## config.mk

```make
export PLATFORM = sky130hd
export DESIGN_NAME = quoted_argument_tokenizer
export DESIGN_NICKNAME = d
export VERILOG_FILES = /design/src/rtl/qat_pkg.sv /design/src/rtl/qat_front.sv /design/src/rtl/qat_back.sv /design/src/rtl/quoted_argument_tokenizer.sv
export SDC_FILE = /design/constraint.sdc
export NUM_CORES = 1
export LEC_CHECK = 0
export ABC_AREA = 1
export BUFFER_PORTS_ARGS = -buffer_cell sky130_fd_sc_hd__buf_4
export CAP_MARGIN = 0
export CELL_PAD_IN_SITES_DETAIL_PLACEMENT = 0
export CELL_PAD_IN_SITES_GLOBAL_PLACEMENT = 2
export CORE_MARGIN = 5
export CORE_UTILIZATION = 26
export CTS_CLUSTER_DIAMETER = 40
export DETAILED_ROUTE_END_ITERATION = 8
export GPL_TIMING_DRIVEN = 1
export PLACE_DENSITY = 0.73
export REMOVE_ABC_BUFFERS = 1
export SLEW_MARGIN = 20
export SYNTH_ARGS = -nofsm -noshare
export SYNTH_HDL_FRONTEND = slang
export SYNTH_SLANG_ARGS = --single-unit
```

## constraint.sdc

```tcl
create_clock -name clk_i -period 2.1 [get_ports clk_i]
set_input_delay 0.105 -clock clk_i [delete_from_list [all_inputs] [get_ports clk_i]]
set_output_delay 0.105 -clock clk_i [all_outputs]
set_load 0.02 [all_outputs]
```

## src/rtl/qat_pkg.sv

```systemverilog
// Shared types and character constants for the quoted argument tokenizer.
`default_nettype none

package qat_pkg;

  // Character codes that the scanner reacts to.
  localparam logic [7:0] CH_NUL    = 8'h00;
  localparam logic [7:0] CH_BANG   = 8'h21;
  localparam logic [7:0] CH_DOLLAR = 8'h24;
  localparam logic [7:0] CH_BSLASH = 8'h5C;
  localparam logic [7:0] CH_QUOTE  = 8'h22;
  localparam logic [7:0] CH_TAB    = 8'h09;
  localparam logic [7:0] CH_SPACE  = 8'h20;

  // Width of the packed result word on the output stream.
  localparam int unsigned RES_W = 32;

  // Scanner state.
  typedef enum logic [2:0] {
    SCAN_BETWEEN,
    SCAN_TOKEN,
    SCAN_ESCAPE,
    SCAN_QUOTED,
    SCAN_DONE
  } scan_e;

  // One classified character as it travels from the front to the back.
  typedef struct packed {
    logic [7:0] ch;
    logic       is_zero;
    logic       is_blank;
    logic       is_lead;    // '!' or '$'
    logic       is_bslash;
    logic       is_quote;
  } chr_t;

  // Queue head handed to the back part.
  typedef struct packed {
    logic valid;
    chr_t chr;
  } head_t;

  // One result item.
  typedef struct packed {
    logic [7:0] tok_char;
    logic       char_valid;
    logic       token_end;
    logic       line_end;
    logic [4:0] token_count;
    logic       alt_valid;
    logic [7:0] alt_offset;
    logic       overflow;
  } res_t;

endpackage

`default_nettype wire

```

## src/rtl/qat_front.sv

```systemverilog
// Front part: accepts characters, classifies them and queues them for the scanner.
`default_nettype none

module qat_front
  import qat_pkg::*;
(
  input  wire logic       clk_i,
  input  wire logic       rst_ni,
  input  wire logic       in_valid_i,
  output logic            in_ready_o,
  input  wire logic [7:0] in_ch_i,
  output head_t           head_o,
  input  wire logic       pop_i
);

  chr_t       chr_in;
  chr_t       entry_q [2];
  logic       wr_ptr_q, wr_ptr_d;
  logic       rd_ptr_q, rd_ptr_d;
  logic [1:0] count_q, count_d;
  logic       push;
  logic       pop;

  // Classify the incoming character.
  always_comb begin
    chr_in.ch        = in_ch_i;
    chr_in.is_zero   = (in_ch_i == CH_NUL);
    chr_in.is_blank  = (in_ch_i == CH_SPACE) || (in_ch_i == CH_TAB);
    chr_in.is_lead   = (in_ch_i == CH_BANG) || (in_ch_i == CH_DOLLAR);
    chr_in.is_bslash = (in_ch_i == CH_BSLASH);
    chr_in.is_quote  = (in_ch_i == CH_QUOTE);
  end

  assign in_ready_o = (count_q != 2'd2);
  assign push       = in_valid_i && in_ready_o;
  assign pop        = pop_i && (count_q != 2'd0);

  // Two-entry queue bookkeeping.
  always_comb begin
    wr_ptr_d = push ? ~wr_ptr_q : wr_ptr_q;
    rd_ptr_d = pop ? ~rd_ptr_q : rd_ptr_q;
    count_d  = count_q + {1'b0, push} - {1'b0, pop};
  end

  always_ff @(posedge clk_i or negedge rst_ni) begin
    if (!rst_ni) begin
      wr_ptr_q <= 1'b0;
      rd_ptr_q <= 1'b0;
      count_q  <= 2'd0;
    end else begin
      wr_ptr_q <= wr_ptr_d;
      rd_ptr_q <= rd_ptr_d;
      count_q  <= count_d;
    end
  end

  // Queue storage needs no reset.
  always_ff @(posedge clk_i) begin
    if (push) begin
      entry_q[wr_ptr_q] <= chr_in;
    end
  end

  assign head_o.valid = (count_q != 2'd0);
  assign head_o.chr   = entry_q[rd_ptr_q];

endmodule

`default_nettype wire

```

## src/rtl/qat_back.sv

```systemverilog
// Back part: the token scanner and its output register.
`default_nettype none

module qat_back
  import qat_pkg::*;
#(
  parameter int unsigned MAX_TOKENS = 19,
  parameter int unsigned LINE_MAX   = 256
) (
  input  wire logic  clk_i,
  input  wire logic  rst_ni,
  input  head_t      head_i,
  output logic       pop_o,
  output logic       out_valid_o,
  input  wire logic  out_ready_i,
  output res_t       out_res_o
);

  localparam int unsigned PW = $clog2(LINE_MAX + 1);
  localparam int unsigned CW = $clog2(MAX_TOKENS + 1);
  localparam int unsigned AW = (PW > 8) ? PW : 9;

  scan_e         state_q, state_d;
  logic          tn_q, tn_d;
  logic [1:0]    fp_q, fp_d;
  logic [PW-1:0] lp_q, lp_d;
  logic [CW-1:0] tok_q, tok_d;
  logic [PW-1:0] alt_q, alt_d;
  logic          alt_seen_q, alt_seen_d;
  logic          limit_q, limit_d;

  logic          out_valid_q, out_valid_d;
  res_t          res_q, res_d;

  chr_t          c;
  logic          do_put, do_close, force_done, ended;
  logic [7:0]    o_char;
  logic          o_valid, o_end;
  logic [CW-1:0] tok_out;
  logic          alt_seen_out;
  logic [PW-1:0] alt_out;
  logic          limit_out;
  logic [AW-1:0] alt_ext;

  assign c     = head_i.chr;
  assign pop_o = head_i.valid && (!out_valid_q || out_ready_i);

  // Scanner step: next state for one character.
  always_comb begin
    state_d    = state_q;
    tn_d       = tn_q;
    fp_d       = fp_q;
    lp_d       = lp_q;
    tok_d      = tok_q;
    alt_d      = alt_q;
    alt_seen_d = alt_seen_q;
    limit_d    = limit_q;
    do_put     = 1'b0;
    do_close   = 1'b0;
    force_done = 1'b0;
    ended      = 1'b0;
    o_char     = 8'h00;
    o_valid    = 1'b0;
    o_end      = 1'b0;

    if (c.is_zero) begin
      if (state_q == SCAN_TOKEN || state_q == SCAN_ESCAPE || state_q == SCAN_QUOTED) begin
        do_close = 1'b1;
      end
      ended = 1'b1;
    end else begin
      if (lp_q < PW'(LINE_MAX)) begin
        lp_d = lp_q + PW'(1);
      end
      if (state_q == SCAN_DONE) begin
        // Rest of the line is ignored.
      end else if (lp_q >= PW'(LINE_MAX)) begin
        limit_d    = 1'b1;
        do_close   = (state_q != SCAN_BETWEEN);
        force_done = 1'b1;
      end else if (lp_q == '0 && fp_q == 2'd0 && c.is_lead) begin
        do_put   = 1'b1;
        fp_d     = 2'd1;
        do_close = 1'b1;
      end else begin
        unique case (state_q)
          SCAN_BETWEEN: begin
            if (!c.is_blank) begin
              if (fp_q == 2'd0) begin
                fp_d = 2'd1;
              end else if (fp_q == 2'd1) begin
                fp_d       = 2'd2;
                alt_seen_d = 1'b1;
                alt_d      = lp_q;
              end
              if (c.is_bslash) state_d = SCAN_ESCAPE;
              else if (c.is_quote) state_d = SCAN_QUOTED;
              else begin
                state_d = SCAN_TOKEN;
                do_put  = 1'b1;
              end
            end
          end
          SCAN_TOKEN: begin
            if (c.is_blank) do_close = 1'b1;
            else if (c.is_bslash) state_d = SCAN_ESCAPE;
            else if (c.is_quote) state_d = SCAN_QUOTED;
            else do_put = 1'b1;
          end
          SCAN_ESCAPE: begin
            do_put  = 1'b1;
            state_d = SCAN_TOKEN;
          end
          SCAN_QUOTED: begin
            if (c.is_quote) state_d = SCAN_TOKEN;
            else do_put = 1'b1;
          end
          default: begin
          end
        endcase
      end
    end

    // Append a character to the open token, or drop it past the token limit.
    if (do_put) begin
      tn_d = 1'b1;
      if (tok_q < CW'(MAX_TOKENS)) begin
        o_char  = c.ch;
        o_valid = 1'b1;
      end else begin
        limit_d = 1'b1;
      end
    end

    // Finish the open token; an empty one ends the list.
    if (do_close) begin
      if (tn_d) begin
        if (tok_d < CW'(MAX_TOKENS)) begin
          tok_d = tok_d + CW'(1);
          o_end = 1'b1;
        end
        state_d = SCAN_BETWEEN;
      end else begin
        if (fp_d == 2'd1) begin
          fp_d       = 2'd2;
          alt_seen_d = 1'b0;
        end
        state_d = SCAN_DONE;
      end
      tn_d = 1'b0;
    end

    // A line that ran too long stops scanning.
    if (force_done) begin
      if (fp_d == 2'd1) begin
        fp_d       = 2'd2;
        alt_seen_d = 1'b0;
      end
      state_d = SCAN_DONE;
    end

    // The result shows the state before the line end clears it.
    tok_out      = tok_d;
    alt_seen_out = alt_seen_d;
    alt_out      = alt_d;
    limit_out    = limit_d;

    if (ended) begin
      state_d    = SCAN_BETWEEN;
      tn_d       = 1'b0;
      fp_d       = 2'd0;
      lp_d       = '0;
      tok_d      = '0;
      alt_d      = '0;
      alt_seen_d = 1'b0;
      limit_d    = 1'b0;
    end
  end

  // Result formatting and output register control.
  always_comb begin
    alt_ext           = AW'(alt_out);
    res_d             = res_q;
    out_valid_d       = out_valid_q;
    if (pop_o) begin
      res_d.tok_char    = o_char;
      res_d.char_valid  = o_valid;
      res_d.token_end   = o_end;
      res_d.line_end    = ended;
      res_d.token_count = 5'(tok_out);
      res_d.alt_valid   = alt_seen_out;
      if (!alt_seen_out) res_d.alt_offset = 8'h00;
      else if (alt_ext > AW'(255)) res_d.alt_offset = 8'hFF;
      else res_d.alt_offset = alt_ext[7:0];
      res_d.overflow    = limit_out;
      out_valid_d       = 1'b1;
    end else if (out_ready_i) begin
      out_valid_d = 1'b0;
    end
  end

  always_ff @(posedge clk_i or negedge rst_ni) begin
    if (!rst_ni) begin
      state_q     <= SCAN_BETWEEN;
      tn_q        <= 1'b0;
      fp_q        <= 2'd0;
      lp_q        <= '0;
      tok_q       <= '0;
      alt_q       <= '0;
      alt_seen_q  <= 1'b0;
      limit_q     <= 1'b0;
      out_valid_q <= 1'b0;
    end else begin
      if (pop_o) begin
        state_q    <= state_d;
        tn_q       <= tn_d;
        fp_q       <= fp_d;
        lp_q       <= lp_d;
        tok_q      <= tok_d;
        alt_q      <= alt_d;
        alt_seen_q <= alt_seen_d;
        limit_q    <= limit_d;
      end
      out_valid_q <= out_valid_d;
    end
  end

  // Result payload needs no reset.
  always_ff @(posedge clk_i) begin
    res_q <= res_d;
  end

  assign out_valid_o = out_valid_q;
  assign out_res_o   = res_q;

endmodule

`default_nettype wire

```

## src/rtl/quoted_argument_tokenizer.sv

```systemverilog
// Top level of the quoted argument tokenizer: front queue and back scanner.
// Each accepted character goes through a queue slot, then the output register, before its result leaves.
// Throughput: one character per cycle without output stalls, set by the back part's scanner.
// Every accepted character yields exactly one result; a zero character closes the line.
// Reset (rst_ni low, asynchronous) empties the queue and output register and clears line state.
// No clearing pass follows reset; the block accepts input in the first cycle after it.
`default_nettype none

module quoted_argument_tokenizer
  import qat_pkg::*;
#(
  parameter int unsigned MAX_TOKENS = 19,
  parameter int unsigned LINE_MAX   = 256
) (
  input  wire logic             clk_i,
  input  wire logic             rst_ni,
  input  wire logic             s_axis_tvalid_i,
  output logic                  s_axis_tready_o,
  input  wire logic [7:0]       s_axis_tdata_i,   // [7:0] ch
  output logic                  m_axis_tvalid_o,
  input  wire logic             m_axis_tready_i,
  // [7:0] tok_char, [8] char_valid, [9] token_end, [14:10] token_count,
  // [15] alt_valid, [23:16] alt_offset, [24] overflow, [31:25] zero
  output logic [RES_W-1:0]      m_axis_tdata_o,
  output logic                  m_axis_tlast_o    // line_end
);

  head_t head;
  logic  pop;
  res_t  res;

  qat_front u_front (
    .clk_i      (clk_i),
    .rst_ni     (rst_ni),
    .in_valid_i (s_axis_tvalid_i),
    .in_ready_o (s_axis_tready_o),
    .in_ch_i    (s_axis_tdata_i),
    .head_o     (head),
    .pop_i      (pop)
  );

  qat_back #(
    .MAX_TOKENS (MAX_TOKENS),
    .LINE_MAX   (LINE_MAX)
  ) u_back (
    .clk_i       (clk_i),
    .rst_ni      (rst_ni),
    .head_i      (head),
    .pop_o       (pop),
    .out_valid_o (m_axis_tvalid_o),
    .out_ready_i (m_axis_tready_i),
    .out_res_o   (res)
  );

  // Pack the result onto the output stream.
  assign m_axis_tdata_o = {7'd0, res.overflow, res.alt_offset, res.alt_valid,
                           res.token_count, res.token_end, res.char_valid, res.tok_char};
  assign m_axis_tlast_o = res.line_end;

endmodule

`default_nettype wire

```

==> impl_metrics.py, run 1 <==
metrics = {
    "yosys": {
        "syn-mean-instance-area_um2": 9.64,
        "synth-edff-count": 52,
        "synth_cells": 442,
        "ys_ff_latch": 88,
        "yosys-top-cells-count": "109 x nand2_1, 52 x edfxtp_1, 46 x nor2_1",
        "synthesis.area_um2": 4260,
        "synth_top_area_share_pct": 36.7,
        "synth_area_leaders": "edfxtp_1 37%, dfrtp_1 21%, nand2_1 9.6%",
        "synth_top_area_cell": "edfxtp_1",
        "ys.warnings.count": 0,
        "ys.flop_type": "edfxtp_1",
        "synth.yosys.seq_area_share_pct": 57.8,
        "yosysMostFrequentCell": "nand2_1",
        "synth_cell_types": 42,
        "async_flop_share_pct": 40.9,
    },
    "timing": {
        "fmax_ghz": 0.497,
        "relSlewSlack_pct": 66.5,
        "timing.final.crit_share_pct": 95.8,
        "slew_viol_final": 0,
        "setup_viol": 0,
        "finalHoldViolCount": 0,
        "fin_hold_ws_ns": 0.154,
        "period_needed_ns": 2.01,
        "grt_setup_unrepaired": "true",
        "worstMarginPinSlew_ns": 0.500,
        "finClkSkew_ns": 0.00835,
    },
    "die": {
        "start_util_pct": 26.6,
        "pin_count": 47,
        "die_h_um": 138,
        "core_um2": 16000,
        "die_w_um": 138,
        "fp-row-count": 46,
        "die_area_um2": 19000,
    },
    "layout": {
        "regArea_um2": 2460,
        "multiInputGateArea_um2": 1560,
        "drive_gt1_share_pct": 25.6,
        "area_growth_syn_to_layout_pct": 29.8,
        "fin_util_pct": 34.6,
        "final_nets": 549,
        "fin_cells": 751,
        "fillCellCount": 1700,
        "antennaDiodeCount": 0,
    },
    "setup_path": {
        "cp_num_buf_inv": 3,
        "max_stage_delay_ns": 0.46,
        "crit_slowest_cell": "dfrtp_2",
        "path_max_fanout": 13,
        "crit_required_ns": 2.19,
        "critical_path.top_delay_family": "simple AND/OR/NAND/NOR gates",
        "crit_path_end_kind": "register",
        "path_cells": "buf_6 > nand2_1 > nand2_2 > nor2_4 > inv_2 > nor3_4 > nand2_2 > buf_6 > nand2_1 > o21ai_1 > nor2_1 > nor2_1",
        "start_kind": "register",
        "critical_path_arrival_ns": 2.11,
        "critPathKind": "reg -> reg",
    },
    "power_and_ir_drop": {
        "power_switching_mw": 3.09,
        "p_int_mw": 4.90,
        "irDropWorstVdd_uv": 837,
        "seqPwrFrac_pct": 33.0,
        "swShare_pct": 38.7,
        "p_comb_share_pct": 43.9,
        "power.density_nw_per_um2": 1440,
        "p_leak_nw": 2.43,
        "p_clk_share_pct": 23.1,
    },
    "clocking": {
        "clkTransAtPathRegs_ns": 0.06,
        "cts-root-buf": "clkbuf_16",
        "cts.sinks": 88,
        "cts_tree": "built",
        "cts_buffers": 9,
        "clock_path_buffers": 2,
        "htree_num_levels": 3,
        "clk_latency_ns": 0.34,
    },
    "route": {
        "route.detailed.drc": 0,
        "firstDrtPassIters": 5,
        "drtIter0Drc": 136,
        "num_vias": 3223,
        "via_per_inst": 4.29,
        "drt_wl_total_um": 10000,
        "postRouteAntennaNets": 0,
        "wl_per_cell_um": 13.4,
    },
    "hold_path": {
        "hp-class": "in -> reg",
    },
    "job": {
        "cap_violations": 0,
    },
    "place": {
        "gp_routability_congestion": 0.821,
        "placed_cells": 713,
        "portBuffers": 39,
        "dp_hpwl_um": 7340,
    },
    "global_routing": {
        "grt_max_degree": 37,
        "gr-usage-all-layers_pct": 11.2,
        "antenna_found_initial": 0,
        "gr-total-overflow": 0,
        "grt_pass1_wl_um": 16300,
        "grt_pass1_vias": 3195,
    },
    "run_status": {
        "outcome": "complete, no violations",
    },
}
## routing by layer
layer  global-route usage, %  vias to the layer above  routed length [um]
li1                        -                     1629                   -
met1                    14.4                     1503                4570
met2                    17.9                       78                4740
met3                    3.52                       13                 556
met4                    3.57                        0                 170
met5                       0                        -                   0
## worst reg2reg max path, stage by stage (launching register included)
cell	delay, ns
dfrtp_2	0.46
buf_6	0.14
nand2_1	0.09
nand2_2	0.09
nor2_4	0.13
inv_2	0.06
nor3_4	0.21
nand2_2	0.13
buf_6	0.16
nand2_1	0.05
o21ai_1	0.08
nor2_1	0.11
nor2_1	0.06
## area by class of cell
cell class	instances	share of cell area [%]
multi-input cells	292	28.3
inverters	53	3.85
clock inverters	7	2.13
well taps	216	4.89
repair buffers	86	12.3
clock buffers	9	4.07
flip-flops and latches	88	44.5
## power by group through the flow
| stage | combinational (mW) | clock, mW | sequential, mW |
|---|---|---|---|
| after detailed placement | 3.26 | 0 | 2.67 |
| final | 3.50 | 1.85 | 2.64 |
| after global routing | 3.89 | 1.98 | 2.69 |
| after global placement | 3.23 | 0 | 2.66 |
| after floorplan | 1.62 | 0 | 2.95 |
| after CTS | 3.30 | 1.90 | 2.65 |
## per-stage QoR
stage	power, mW	worst slack, ns	setup TNS [ns]	cell area (um^2)
3_3_place_gp	5.89	-0.0130	-0.0130	4920
4_1_cts	7.84	0.0472	0	5370
6_report	7.98	0.0877	0	5530
2_1_floorplan	4.57	-0.547	-8.70	4170
3_5_place_dp	5.93	-0.0627	-0.0726	4920
5_1_grt	8.56	-0.0558	-0.284	5530
## cell families after synthesis
group	count (synthesis)	share of synthesized area, %
AND/OR/NAND/NOR	212	22.5
flip-flops	88	57.8
buffers and inverters	69	7.52
AO/OA/AOI/OAI	59	8.61
adder cells (fa/ha/maj)	7	2.06
XOR/XNOR	6	1.41
other	1	0.0880
## what timing repair did
action | 4_1_cts | 5_1_grt
hold endpoints to repair | 53 | 0
endpoints found under the setup margin | 6 | 26
cloned | 0 | 1
setup buffers | 0 | 11
hold buffers | 10 | 0
pin swaps | 0 | 7
resized for setup | 2 | 27
## final timing paths
| path | start | to | slack, ns | cells after the start |
|---|---|---|---|---|
| max in group asynchronous | rst_ni | u_front.rd_ptr_q | 1.47 | 2 |
| max reg2reg | u_front.rd_ptr_q | u_back.out_res_o[4] | 0.09 | 12 |
| min | s_axis_tvalid_i | u_front.count_q[0] | 0.15 | 4 |
| min in group asynchronous | rst_ni | u_back.lp_q[4] | 0.27 | 2 |
| min reg2reg | u_back.alt_seen_q | u_back.alt_seen_q | 0.48 | 2 |
| max | u_front.rd_ptr_q | u_back.out_res_o[4] | 0.09 | 12 |
## registers in the layout, summed over array words and instances (netlist names), 2 cells and up
register,count
u_back.alt_q,9
u_back.fp_q,2
u_back.lp_q,9
u_back.out_res_o,26
u_back.state_q,3
u_back.tok_q,5
u_front.count_q,2
u_front.entry_q,26
## cell usage in the layout (no fill, tap or decap), types with 2 or more instances in the layout
cell / Yosys / final
nor4_1: 4 / 4
nand3b_1: 2 / 2
dlygate4sd3_1: 0 / 10
xnor2_1: 2 / 2
nor3_1: 4 / 4
nor2_2: 4 / 5
nand2_2: 8 / 14
buf_6: 3 / 2
dfrtp_1: 36 / 35
edfxtp_1: 52 / 52
inv_2: 5 / 7
nand4_1: 3 / 3
a21oi_1: 17 / 17
o21ai_1: 2 / 8
inv_1: 45 / 43
conb_1: 1 / 7
buf_4: 8 / 74
a21oi_4: 2 / 2
o22ai_1: 5 / 5
xor2_1: 3 / 3
nor2_4: 1 / 3
nand2_4: 4 / 5
nand2_1: 109 / 103
ha_1: 7 / 7
nor2_1: 46 / 43
o21ai_0: 20 / 14
clkbuf_16: 0 / 9
nand3_1: 21 / 20
nor3b_1: 2 / 2
clkinvlp_4: 0 / 2
bufinv_16: 0 / 3
a22o_1: 8 / 8
Power figures use the tool's default switching activity.
==> run 2, diff against run 1 <==
--- a/config.mk
+++ b/config.mk
@@ -10,7 +10,6 @@
 export CAP_MARGIN = 0
 export CELL_PAD_IN_SITES_DETAIL_PLACEMENT = 0
 export CELL_PAD_IN_SITES_GLOBAL_PLACEMENT = 2
-export CORE_MARGIN = 5
 export CORE_UTILIZATION = 26
 export CTS_CLUSTER_DIAMETER = 40
 export DETAILED_ROUTE_END_ITERATION = 8
==> constraint.sdc (replaced) <==
create_clock -name clk_i -period 1.85 [get_ports clk_i]
set_input_delay 0.0925 -clock clk_i [delete_from_list [all_inputs] [get_ports clk_i]]
set_output_delay 0.0925 -clock clk_i [all_outputs]
set_load 0.02 [all_outputs]
==> run 2 against run 1 <==
The flow now finishes with violations (setup timing). Non-clock buffer count grew 35. Final cell count grew 4.7%. Combinational power grew 38%. Global-route usage grew 2.1 points. Flip-flop and latch count is the same. Fmax grew 4.3%. Total power grew 21%. Clock skew grew 0.0026 ns. Core utilization grew 3.4 points.
==> impl_metrics.py, run 2 (synthesized netlist as in run 1, its figures left out) <==
metrics = {
    "route": {
        "firstDrtPassIters": 4,
        "via_per_inst": 4.31,
        "drtIter0Drc": 142,
        "postRouteAntennaNets": 0,
        "route.detailed.drc": 0,
        "num_vias": 3386,
        "wl_per_cell_um": 13.2,
        "drt_wl_total_um": 10400,
    },
    "job": {
        "cap_violations": 0,
    },
    "layout": {
        "area_growth_syn_to_layout_pct": 42.0,
        "drive_gt1_share_pct": 38.6,
        "design_area_um2": 6050,
        "final_common_cell": "buf_4",
        "antennaDiodeCount": 0,
        "final_cell_mix": "105 x buf_4, 85 x nand2_1, 52 x edfxtp_1",
        "final_nets": 584,
    },
    "die": {
        "die_area_um2": 16900,
        "fp-row-count": 46,
        "pin_count": 47,
        "core_um2": 15900,
        "start_util_pct": 26.7,
        "die_h_um": 130,
        "die_w_um": 130,
    },
    "setup_path": {
        "crit_path_end_kind": "register",
        "reg2reg_depth": 11,
        "path_cells": "inv_2 > ha_2 > nand2_2 > nor2_4 > nand2_2 > nand2_2 > nand2_4 > a21oi_4 > buf_12 > nand3_4 > xnor2_2",
        "max_stage_delay_ns": 0.39,
        "r2r_start": "u_back.lp_q[0]",
        "start_kind": "register",
        "regToRegSetupSlack_ns": -0.08,
        "path_max_fanout": 4,
        "crit_slowest_cell": "dfrtp_1",
        "critPathKind": "reg -> reg",
        "critical_path_arrival_ns": 2.02,
        "crit_required_ns": 1.94,
        "r2r_end": "u_back.out_res_o[10]",
        "cpMostUsedCell": "nand2_2",
    },
    "global_routing": {
        "antenna_found_initial": 0,
        "gr-total-overflow": 0,
        "grt_pass1_vias": 3371,
        "grt_max_degree": 37,
        "grt_pass1_wl_um": 16800,
        "gr-usage-all-layers_pct": 13.3,
    },
    "timing": {
        "setup_viol": 15,
        "fmax_ghz": 0.518,
        "timing.final.crit_share_pct": 104,
        "slew_viol_final": 0,
        "grt_setup_unrepaired": "true",
        "finalHoldViolCount": 0,
        "finClkSkew_ns": 0.0109,
        "period_needed_ns": 1.93,
        "relSlewSlack_pct": 65.0,
        "worstMarginPinSlew_ns": 0.525,
        "fin_ws_ns": -0.0789,
    },
    "place": {
        "gp_routability_congestion": 0.771,
        "dpl_cell_area_um2": 5180,
        "portBuffers": 39,
        "dp_hpwl_um": 7050,
    },
    "clocking": {
        "cts_buffers": 9,
        "htree_num_levels": 3,
        "cts.sinks": 88,
        "cts-root-buf": "clkbuf_16",
        "clk_latency_ns": 0.35,
        "cts_tree": "built",
        "clkTransAtPathRegs_ns": 0.06,
        "clock_path_buffers": 2,
    },
    "power_and_ir_drop": {
        "power_switching_mw": 3.83,
        "power.density_nw_per_um2": 1600,
        "seqPwrFrac_pct": 31.0,
        "power_mw": 9.66,
        "p_clk_share_pct": 19.1,
        "p_leak_nw": 2.66,
        "p_int_mw": 5.83,
        "p_comb_share_pct": 50.0,
        "irDropWorstVdd_uv": 777,
        "swShare_pct": 39.7,
    },
    "hold_path": {
        "hp-class": "in -> reg",
        "whs_endpoint": "u_front.wr_ptr_q",
        "holdPathStages": 5,
        "min_from": "s_axis_tvalid_i",
    },
    "run_status": {
        "violations": "setup timing",
        "outcome": "complete, but fails checks",
    },
}
==> run 2: cell types whose count changed in the layout (fill, tap and decap cells not counted), moves of 4 or more <==
cell     before  now
nand3_2       1    8
nor2_2        5   10
nand2_2      14   22
nand2_1     103   85
o21ai_0      14    9
nand3_1      20   13
inv_1        43   39
nand2_4       5   14
o21ai_2       0    4
buf_4        74  105
nor2_1       43   35
==> run 2: metrics by stage <==
step / hold slack, ns / cells / util [%] / setup TNS [ns] / setup slack [ns]
after global routing: 0.180 / 786 / 37.9 / -4.17 / -0.205
after global placement: 0.110 / 747 / 32.5 / -1.73 / -0.153
after floorplan: -0.203 / 432 / - / -17.56 / -0.797
after CTS: 0.129 / 781 / 36.0 / -0.742 / -0.0968
final: 0.139 / 786 / 37.9 / -0.746 / -0.0789
after detailed placement: 0.121 / 747 / 32.5 / -2.60 / -0.164
==> run 2: metal layers <==
metal | vias to the layer above | wire length (um) | GRT usage [%]
met4 | 0 | 142 | 4.72
met3 | 11 | 302 | 3.16
met1 | 1628 | 4740 | 16.0
met2 | 49 | 5210 | 23.2
met5 | - | 0 | 0
li1 | 1698 | - | -
==> run 2: area by class of cell <==
cell class,instances,area [um^2]
clock buffers,10,229
clock inverters,6,66.3
fillers,1622,9890
inverters,53,208
multi-input cells,292,1830
flip-flops and latches,88,2460
well taps,216,270
repair buffers,121,982
==> run 2: how the worst max path moves through the flow <==
| stage | end | slack [ns] | from |
|---|---|---|---|
| 6_report | u_back.out_res_o[10] | -0.08 | u_back.lp_q[0] |
| 5_1_grt | u_back.out_res_o[3] | -0.21 | u_back.lp_q[1] |
| 4_1_cts | u_back.out_res_o[1] | -0.1 | u_back.fp_q[1] |
| 3_5_place_dp | u_back.out_res_o[7] | -0.16 | u_back.fp_q[1] |
| 3_3_place_gp | u_back.out_res_o[2] | -0.15 | u_back.state_q[1] |
| 2_1_floorplan | u_back.tok_q[4] | -0.80 | u_back.out_valid_o |
==> run 2: timing repair <==
item                                   4_1_cts  5_1_grt
pin swaps                                   18       43
gates cloned                                 1        1
hold buffers                                10        0
buffers inserted                             7        5
setup endpoints to repair                   37       45
endpoints found under the hold margin       53        0
resized for setup                           30       74
==> run 2: critical path, delay by kind of cell (launching register included) <==
family                     cells  cell delay [ns]
buffers and inverters          2             0.21
adders and majority gates      1             0.18
AOI/OAI and AO/OA              1             0.20
DFF                            1             0.39
and+or+nand+nor                6             0.53
xor gates and xnor gates       1             0.16
==> run 2: power by group through the flow <==
stage                     sequential [mW]  clock [mW]  combinational, mW
final                                2.99        1.84               4.83
after global routing                 3.05        1.97               5.30
after CTS                            2.99        1.89               4.47
after detailed placement             3.01           0               4.10
after global placement               3.00           0               4.05
after floorplan                      3.35           0               1.84
==> run 3, diff against run 2 <==
--- a/config.mk
+++ b/config.mk
@@ -14,9 +14,10 @@
 export CTS_CLUSTER_DIAMETER = 40
 export DETAILED_ROUTE_END_ITERATION = 8
 export GPL_TIMING_DRIVEN = 1
-export PLACE_DENSITY = 0.73
+export PLACE_DENSITY = 0.6
 export REMOVE_ABC_BUFFERS = 1
 export SLEW_MARGIN = 20
 export SYNTH_ARGS = -nofsm -noshare
 export SYNTH_HDL_FRONTEND = slang
+export SYNTH_HIERARCHICAL = 1
 export SYNTH_SLANG_ARGS = --single-unit
==> run 3 against run 2 <==
The flow still finishes with violations (setup timing). Fmax down 4.3%. Combinational power up 1%. Wire length up 4.6%. Global-route usage about the same. Clock power about the same. Critical path type unchanged.
==> impl_metrics.py, run 3 <==
metrics = {
    "yosys": {
        "synth_cells": 493,
        "synth.yosys.seq_area_share_pct": 56.5,
        "yosys-top-cells-count": "147 x nand2_1, 64 x inv_1, 57 x nor2_1",
        "synth_top_area_share_pct": 35.8,
        "synthesis.area_um2": 4360,
        "synth_cell_types": 35,
        "ys_ff_latch": 88,
        "yosysMostFrequentCell": "nand2_1",
        "ys.flop_type": "edfxtp_1",
        "synth_top_area_cell": "edfxtp_1",
        "synth-edff-count": 52,
        "syn-mean-instance-area_um2": 8.84,
        "synth_area_leaders": "edfxtp_1 36%, dfrtp_1 21%, nand2_1 13%",
        "ys.warnings.count": 6,
        "async_flop_share_pct": 40.9,
    },
    "clocking": {
        "cts_buffers": 9,
        "clock_path_buffers": 2,
        "cts-root-buf": "clkbuf_16",
        "cts_tree": "built",
        "clk_latency_ns": 0.35,
        "htree_num_levels": 3,
        "cts.sinks": 88,
        "clkTransAtPathRegs_ns": 0.07,
    },
    "layout": {
        "final_common_cell": "nand2_1",
        "final_nets": 642,
        "fillCellCount": 1667,
        "fin_util_pct": 37.8,
        "fin_cells": 844,
        "antennaDiodeCount": 0,
        "area_growth_syn_to_layout_pct": 39.9,
        "drive_gt1_share_pct": 33.3,
        "final_cell_mix": "132 x nand2_1, 112 x buf_4, 55 x inv_1",
    },
    "place": {
        "dp_hpwl_um": 7800,
        "placed_cells": 805,
        "gp_routability_congestion": 0.791,
        "dp_worst_setup_slack_ns": -0.269,
        "portBuffers": 39,
    },
    "timing": {
        "slew_viol_final": 0,
        "grt_setup_unrepaired": "true",
        "fin_hold_ws_ns": 0.0186,
        "finalHoldViolCount": 0,
        "tns_ns": -3.07,
        "fin_ws_ns": -0.167,
        "setup_viol": 33,
        "worstMarginPinSlew_ns": 0.543,
        "finClkSkew_ns": 0.0121,
        "relSlewSlack_pct": 63.8,
        "period_needed_ns": 2.02,
        "timing.final.crit_share_pct": 109,
        "fmax_ghz": 0.496,
    },
    "route": {
        "num_vias": 3566,
        "postRouteAntennaNets": 0,
        "via_per_inst": 4.23,
        "wl_per_cell_um": 12.9,
        "firstDrtPassIters": 4,
        "route.detailed.drc": 0,
        "drt_wl_total_um": 10900,
        "drtIter0Drc": 186,
    },
    "power_and_ir_drop": {
        "power.density_nw_per_um2": 1600,
        "irDropWorstVdd_uv": 590,
        "p_leak_nw": 2.83,
        "p_clk_share_pct": 19.0,
        "power_switching_mw": 4.04,
        "seqPwrFrac_pct": 30.9,
        "swShare_pct": 41.4,
        "p_comb_share_pct": 50.1,
        "p_int_mw": 5.70,
    },
    "run_status": {
        "outcome": "complete, but fails checks",
        "violations": "setup timing",
    },
    "hold_path": {
        "hp-class": "in -> reg",
    },
    "global_routing": {
        "gr-total-overflow": 0,
        "grt_max_degree": 37,
        "antenna_found_initial": 0,
        "grt_pass1_wl_um": 17900,
        "grt_pass1_vias": 3545,
        "gr-usage-all-layers_pct": 13.3,
    },
    "setup_path": {
        "path_max_fanout": 7,
        "cp_num_buf_inv": 2,
        "path_cells": "inv_4 > nand2_2 > nand2_2 > nand2_1 > nor2_1 > nand3_2 > nand2_1 > nand2_2 > a21oi_4 > nand4_1 > buf_6 > nand3_4 > nor2_1",
        "critical_path.top_delay_family": "simple AND/OR/NAND/NOR gates",
        "crit_slowest_cell": "dfrtp_2",
        "start_kind": "register",
        "cpMostUsedCell": "nand2_2",
        "regToRegSetupSlack_ns": -0.17,
        "critPathKind": "reg -> reg",
        "critical_path_arrival_ns": 2.12,
        "max_stage_delay_ns": 0.45,
        "crit_required_ns": 1.95,
        "crit_path_end_kind": "register",
    },
    "job": {
        "cap_violations": 0,
    },
    "die": {
        "pin_count": 47,
        "die_w_um": 131,
        "die_area_um2": 17300,
        "start_util_pct": 27.0,
        "fp-row-count": 46,
        "core_um2": 16100,
        "die_h_um": 131,
    },
}
## run 3: cell types whose count changed in the layout (fill, tap and decap cells not counted), sizes merged, moves of 3 or more
cell and change:
inv +21, nor3 +3, o22ai -3, o21ai +9, nand2 +30, nor2 +9, buf +9, nor4 -4
nand4 +6, a21oi -7
## run 3: worst min-delay path, delay by kind of cell
kind	cells	cell delay [ns]
buffers and inverters	1	0.10
AND/OR/NAND/NOR	1	0.08
AO/OA/AOI/OAI	1	0.06
## run 3: cell type report
type / instances / area (um^2) / share of cell area [%]
Clock buffer: 9 / 225 / 3.70
Clock inverter: 7 / 76.3 / 1.25
Inverter: 70 / 274 / 4.50
Multi-Input combinational cell: 326 / 1770 / 29.0
Sequential cell: 88 / 2460 / 40.4
Tap cell: 216 / 270 / 4.43
Timing Repair Buffer: 128 / 1020 / 16.7
## run 3: final timing paths
check                                  from                  end  cells after the start
setup / recovery           u_front/rd_ptr_q  u_back/out_res_o[8]                     13
hold / removal              s_axis_tvalid_i     u_front/wr_ptr_q                      3
setup reg to reg           u_front/rd_ptr_q  u_back/out_res_o[8]                     13
hold reg to reg             u_back/alt_q[3]      u_back/alt_q[3]                      1
max in group asynchronous            rst_ni     u_front/rd_ptr_q                      2
min in group asynchronous            rst_ni      u_back/tok_q[2]                      2
## run 3: routing by layer
metal  track usage (%)  part of all wire, %  vias up
met5                 0                    0        -
met4              5.68                  1.5        0
met3              2.24                  2.5       11
met2              22.4                   47       51
met1              16.7                   49     1659
li1                  -                    -     1845
## run 3: cells by family (layout without fill, tap and decap cells)
family          count (synthesis)  after routing  share of synthesized area, %
xor+xnor                        4              4                         0.804
buf+inv                        86            214                          8.13
fa+ha+maj                       7              7                          2.01
compound gates                 56             56                          8.10
simple gates                  251            252                          24.4
flops                          88             88                          56.5
other cells                     1              7                        0.0861
## run 3: timing repair
item	4_1_cts	5_1_grt
cloned	1	1
resized for setup	27	59
pin swaps	15	20
setup buffers	6	6
endpoints found under the hold margin	52	0
endpoints found under the setup margin	43	49
hold buffers	9	0
## run 3: power groups by stage
stage               clock [mW]  sequential, mW  combinational (mW)
floorplan                    0            3.40                1.92
global placement             0            3.04                4.32
detailed placement           0            3.04                4.33
CTS                       1.91            3.01                4.69
global route              1.97            3.08                5.43
finish                    1.85            3.01                4.88
## run 3: per-stage QoR
stage | total power, mW | cell area [um^2]
2_1_floorplan | 5.32 | 4290
4_1_cts | 9.61 | 5910
5_1_grt | 10.5 | 6090
3_3_place_gp | 7.36 | 5370
6_report | 9.74 | 6090
3_5_place_dp | 7.37 | 5370
